--- config.mk ---
export PLATFORM = sky130hd
export DESIGN_NAME = aik_isqrt
export DESIGN_NICKNAME = d
export VERILOG_FILES = /design/src/hdl/aik_pkg.sv /design/src/hdl/aik_isqrt.sv
export SDC_FILE = /design/constraint.sdc
export NUM_CORES = 2
export LEC_CHECK = 0
export BUFFER_PORTS_ARGS = -buffer_cell sky130_fd_sc_hd__buf_2
export CAP_MARGIN = 20
export CORE_MARGIN = 2
export CORE_UTILIZATION = 45
export DETAILED_ROUTE_END_ITERATION = 8
export GPL_ROUTABILITY_DRIVEN = 1
export PLACE_DENSITY = 0.66
export SYNTH_ARGS = -nofsm -noshare
export SYNTH_HDL_FRONTEND = slang
export SYNTH_MEMORY_MAX_BITS = 65536
export SYNTH_SLANG_ARGS = --single-unit
--- constraint.sdc ---
create_clock -name aclk -period 5.5 [get_ports aclk]
set_input_delay 0.55 -clock aclk [delete_from_list [all_inputs] [get_ports aclk]]
set_output_delay 0.55 -clock aclk [all_outputs]
set_load 0.02 [all_outputs]
--- src/hdl/aik_pkg.sv ---
// Shared constants, types and the CORDIC angle table for the arm inverse kinematics block.
package aik_pkg;

    localparam int FRAC_BITS    = 16;
    localparam int CORDIC_STEPS = 16;
    localparam int TABLE_LEN    = 24;

    // CORDIC coordinate width: 32-bit inputs plus gain and sign headroom
    localparam int CW = 40;
    // Angle width: +-1024 degrees with FRAC_BITS fraction bits
    localparam int ZW = FRAC_BITS + 11;

    localparam int LEN_W      = 31;
    localparam int ISQ_STEPS  = 32;
    localparam int FRONT_LAT  = 3;
    localparam int CORDIC_LAT = CORDIC_STEPS + 2;
    localparam int TOTAL_LAT  = FRONT_LAT + ISQ_STEPS + CORDIC_LAT + 1;

    localparam logic signed [ZW-1:0] DEG90  = ZW'(longint'(90)  <<< FRAC_BITS);
    localparam logic signed [ZW-1:0] DEG180 = ZW'(longint'(180) <<< FRAC_BITS);

    localparam logic [LEN_W-1:0] SEG_LENGTH_RESET = LEN_W'(65536);
    localparam logic [7:0]       SHOULDER_BASE    = 8'd170;
    localparam logic [8:0]       ELBOW_BASE       = 9'd120;

    localparam int TBL_SH = (FRAC_BITS < 24) ? (24 - FRAC_BITS) : 0;

    localparam longint ATAN_Q24 [TABLE_LEN] = '{
        754974720, 445687602, 235489088, 119537938, 60000934, 30029717,
        15018523, 7509720, 3754917, 1877466, 938734, 469367,
        234684, 117342, 58671, 29335, 14668, 7334,
        3667, 1833, 917, 458, 229, 115
    };

    typedef struct packed {
        logic signed [CW-1:0] x;
        logic signed [CW-1:0] y;
        logic signed [ZW-1:0] z;
        logic                 fixed;
        logic signed [ZW-1:0] fixval;
    } cordic_st_t;

    // atan(2^-idx) in degrees, rounded half up to FRAC_BITS fraction bits
    function automatic logic signed [ZW-1:0] atan_entry(input int idx);
        longint t;
        longint r;
        t = ATAN_Q24[idx];
        if (TBL_SH == 0) begin
            r = t;
        end else begin
            r = (t + (longint'(1) <<< (TBL_SH - 1))) >>> TBL_SH;
        end
        return r[ZW-1:0];
    endfunction

endpackage

--- src/hdl/aik_isqrt.sv ---
// Pipelined floor square root of a 64-bit value, one root bit per stage.
module aik_isqrt (
    input  logic        aclk,
    input  logic        adv,
    input  logic [63:0] value,
    output logic [31:0] root
);

    localparam int RW = 34;

    logic [63:0]   rad_reg  [aik_pkg::ISQ_STEPS];
    logic [RW-1:0] rem_reg  [aik_pkg::ISQ_STEPS];
    logic [31:0]   root_reg [aik_pkg::ISQ_STEPS];

    for (genvar k = 0; k < aik_pkg::ISQ_STEPS; k++) begin : g_stage
        logic [63:0]   rad_in;
        logic [RW-1:0] rem_in;
        logic [31:0]   root_in;
        logic [RW-1:0] shifted;
        logic [RW-1:0] trial;

        if (k == 0) begin : g_first
            assign rad_in  = value;
            assign rem_in  = '0;
            assign root_in = '0;
        end else begin : g_next
            assign rad_in  = rad_reg[k-1];
            assign rem_in  = rem_reg[k-1];
            assign root_in = root_reg[k-1];
        end

        // bring down the next two radicand bits
        assign shifted = {rem_in[RW-3:0], rad_in[63:62]};
        assign trial   = {root_in, 2'b01};

        always_ff @(posedge aclk) begin
            if (adv) begin
                rad_reg[k] <= {rad_in[61:0], 2'b00};
                if (shifted >= trial) begin
                    rem_reg[k]  <= shifted - trial;
                    root_reg[k] <= {root_in[30:0], 1'b1};
                end else begin
                    rem_reg[k]  <= shifted;
                    root_reg[k] <= {root_in[30:0], 1'b0};
                end
            end
        end
    end

    assign root = root_reg[aik_pkg::ISQ_STEPS-1];

endmodule

Yosys cells after proc, flatten, opt, wreduce, memory -nomap -nowiden
Memory sizes are Yosys's and may differ from the RTL's.
Index checks and enable logic that the tools add are counted.
- bitwise operators: 64
- add/sub/neg operators: 32
- $lt $le $gt $ge: 32
- muxes and demuxes: 258
- operator list (operator ; count):
    34-bit 2-to-1 mux ; 32
    34-bit >= comparator ; 31
    34-bit subtractor ; 31
    32-bit 2-to-1 mux ; 32
    1-bit 2-to-1 mux ; 194
    1-bit OR ; 64
    2-bit by 1-bit subtractor with 3-bit output, second input constant ; 1
    2-bit by 1-bit >= comparator with 1-bit output, second input constant ; 1
- bits in writable memories: 4096
- memories kept: 3
- register bits after elaboration: 0
- bits of input ports: 66
- output and inout bits: 32
- word-level logic and storage cells: 389
- memory list (memory ; words ; bits a word ; rd ports ; clocked after Yosys merged registers in ; wr ports ; line ; RTL):
    rad_reg ; 32 ; 62 ; 31 ; 0 ; 32 ; aik_isqrt.sv:11 ; logic [63:0] rad_reg [aik_pkg::ISQ_STEPS];
    rem_reg ; 32 ; 34 ; 31 ; 0 ; 32 ; aik_isqrt.sv:12 ; logic [RW-1:0] rem_reg [aik_pkg::ISQ_STEPS];
    root_reg ; 32 ; 32 ; 32 ; 0 ; 32 ; aik_isqrt.sv:13 ; logic [31:0] root_reg [aik_pkg::ISQ_STEPS];

Longest topological paths before layout
An unclocked memory read counts as a cell.
- depth after elaboration: 6
- gate-level depth with buffers: 15
- mapped depth without buffers: 13

Worst setup path after synthesis
No wires, ideal clock.
- kind: register to register
- start: mem rem_reg[8][18], in the netlist rem_reg[0][290]
- end: mem rem_reg[9][3], in the netlist rem_reg[0][309] (data pin)
- setup time: 0.262 ns
- cell stages (with the launch flop): 9
- slack: 1.657 ns
- clock period less this slack: 3.843 ns
- data required time: 5.238 ns
- data arrival time: 3.581 ns
- cell sequence: edfxtp_1 or4_1 or3_1 or4_4 or4_4 or4_4 a2111oi_4 buf_4 mux2_1
- RTL lines (what ; line):
    from (decl) ; aik_isqrt.sv:12

==> results.ini <==
[synthesis]
ys_warn_count=0
synth-main-ff-cell=edfxtp_1
syn_nets=9366
seq_area_frac_synth_pct=65.0
synth.avg_cell_area_um2=13.0
syn-cell-area_mm2=0.114
ys_seq_elements=2465
syn_inst=8738
synth_edf_count=2464
yosysUniqueCellTypes=87
async_flop_share_pct=0

[timing]
setup_violations=0
rsz0062_at_grt=false
slew_headroom_pct=32.0
hold_viol=0
worstMarginPinSlew_ps=1020
slew_viol_final=0
fin_crit_ps=4400
whs_ps=199
clock_skew_ps=81.3
fmax_mhz=227
finalSetupTns_ps=0
fin_crit_sh_pct=80.0

[floorplan]
die_y_um=507
coreArea_mm2=0.251
die_area_mm2=0.257
io_pins=98
rows=184
start_util_pct=45.3
die_w_um=507

[run]
max_cap_viol_count=0

[placement]
gp_congestion=0.924
dpl.hpwl_um=162000
port_buffers=97

[critical_path]
required_ps=6150
startpoint_type=flop
crit_type=reg -> reg
worstSetupEndpointType=flop
critPathMaxFanout=32
worstPathArrival_ps=5050

[route]
vias=67587
postRouteWirelength_um=227000
post_drt_wl_per_cell_um=18.0
drt-initial-drc-count=4851
drt_first_pass_iters=6
postRouteAntennaNets=0
post-route-drc-count=0
vias_per_cell=5.35

[clock_tree]
clockBufferDepth=4
root_buffer=clkbuf_16
post_cts_buffers=0
cts.reportedPaths.clkPinSlew_ps=60
cts.sinks=2465
cts_buffers=285
h-tree-depth=5
cts_tree=done
clk_latency_ps=910

[finish]
drive_gt1_share_pct=7.71
syn2layout_area_growth_pct=12.5
largest_reg_flops=992
final_net_count=9710

[global_routing]
grt_start_max_net_pins=186
antenna_found_initial=3
grt_usage_pct=17.5
grt_pass1_vias=67877
grt_pass1_wl_um=361000
grt_remaining_overflow=0

[power]
peakVddDrop_mv=0.346
leakage_uw=0.0485
pwr_density_cell_mw_per_mm2=427

[status]
outcome=complete, no violations

[worst_hold_path]
worstHoldPathType=in -> reg

==> cell usage in the layout, fill, tap and decap left out, types with 233 or more instances in the layout <==
cell type and n:
o21ai_0 532, clkbuf_16 286, nor2_1 492, nand2_1 636, ha_1 562, xor2_1 417
inv_1 706, nor3_1 233, edfxtp_1 2464, a21oi_1 448, xnor2_1 367
==> per-layer routing <==
| metal | share of wire [%] | global-route usage, % | vias up |
|---|---|---|---|
| met1 | 42 | 21.4 | 32591 |
| li1 | - | - | 32951 |
| met4 | 4.2 | 7.20 | 2 |
| met5 | 0.0048 | 0 | - |
| met2 | 50 | 30.8 | 1496 |
| met3 | 3.8 | 2.51 | 547 |
==> per-stage QoR <==
stage | utilization, % | setup WS (ps) | power [µW] | area [µm²] | std cells
floorplan | - | 1660 | 33600 | 114000 | 8738
global placement | 47.2 | 1310 | 36600 | 119000 | 12077
detailed placement | 47.2 | 1200 | 37000 | 119000 | 12078
CTS | 50.9 | 1170 | 55200 | 128000 | 12622
global route | 50.9 | 857 | 57500 | 128000 | 12624
finish | 50.9 | 1100 | 54700 | 128000 | 12624
==> worst paths after layout <==
kind | depth (start not counted) | slack (ps) | start | endpoint
max reg2reg | 10 | 1100 | rem_reg[1][204] | rem_reg[1][243]
min | 1 | 200 | adv | rem_reg[1][51]
max | 10 | 1100 | rem_reg[1][204] | rem_reg[1][243]
min reg2reg | 0 | 370 | rad_reg[1][865] | rad_reg[1][929]
==> area by class of cell <==
type                            count  area (µm²)
Multi-Input combinational cell   5389       36700
Tap cell                         3348        4190
Clock buffer                      347        7390
Inverter                          709        2660
Fill cell                       21264      123000
Sequential cell                  2465       74000
Timing Repair Buffer              232        1770
Antenna cell                        1        2.50
Clock inverter                    133        1390
==> cell families (layout without fill, tap and decap cells) <==
group / after synthesis / after routing / share of synthesized area, %
flops: 2465 / 2465 / 65.0
simple gates: 2261 / 2261 / 9.83
compound gates: 1699 / 1699 / 9.24
buf+inv: 884 / 1421 / 2.92
xor+xnor: 784 / 784 / 6.03
fa+ha+maj: 562 / 562 / 6.18
mux: 83 / 83 / 0.810
other cells: 0 / 1 / 0
==> critical path, stage by stage (launching register included) <==
cell and delay, ps:
edfxtp_1 390, ha_1 360, nor2b_1 160, o31ai_1 420, a21oi_1 220, o41ai_1 710
o31a_1 300, o21ai_0 300, a211oi_4 510, buf_4 410, mux2_2 370
==> synthesized netlist by cell type, types with 87 or more instances <==
library cell / number / area share (%)
a21o_1: 208 / 1.4
a21oi_1: 450 / 2.0
clkbuf_1: 165 / 0.54
edfxtp_1: 2464 / 65
ha_1: 562 / 6.2
inv_1: 706 / 2.3
nand2_1: 636 / 2.1
nand2b_1: 111 / 0.61
nand3_1: 133 / 0.58
nor2_1: 492 / 1.6
nor2b_1: 87 / 0.48
nor3_1: 234 / 1.0
nor4_1: 102 / 0.56
o21a_1: 89 / 0.59
o21ai_0: 532 / 2.3
or3_1: 95 / 0.52
xnor2_1: 367 / 2.8
xor2_1: 417 / 3.2
==> power breakdown <==
group	internal (µW)	switching (µW)	leakage, µW	total [µW]
Sequential	23900	1610	0.0238	25500
Clock	10800	7170	0.00430	18000
Combinational	4780	6440	0.0205	11200
==> timing repair <==
| item | 4_1_cts | 5_1_grt |
|---|---|---|
| endpoints found under the hold margin | 64 | 0 |
| resized for setup | 0 | 0 |
| hold buffers | 64 | 0 |
No activity file was read; power rests on OpenSTA's default activity.
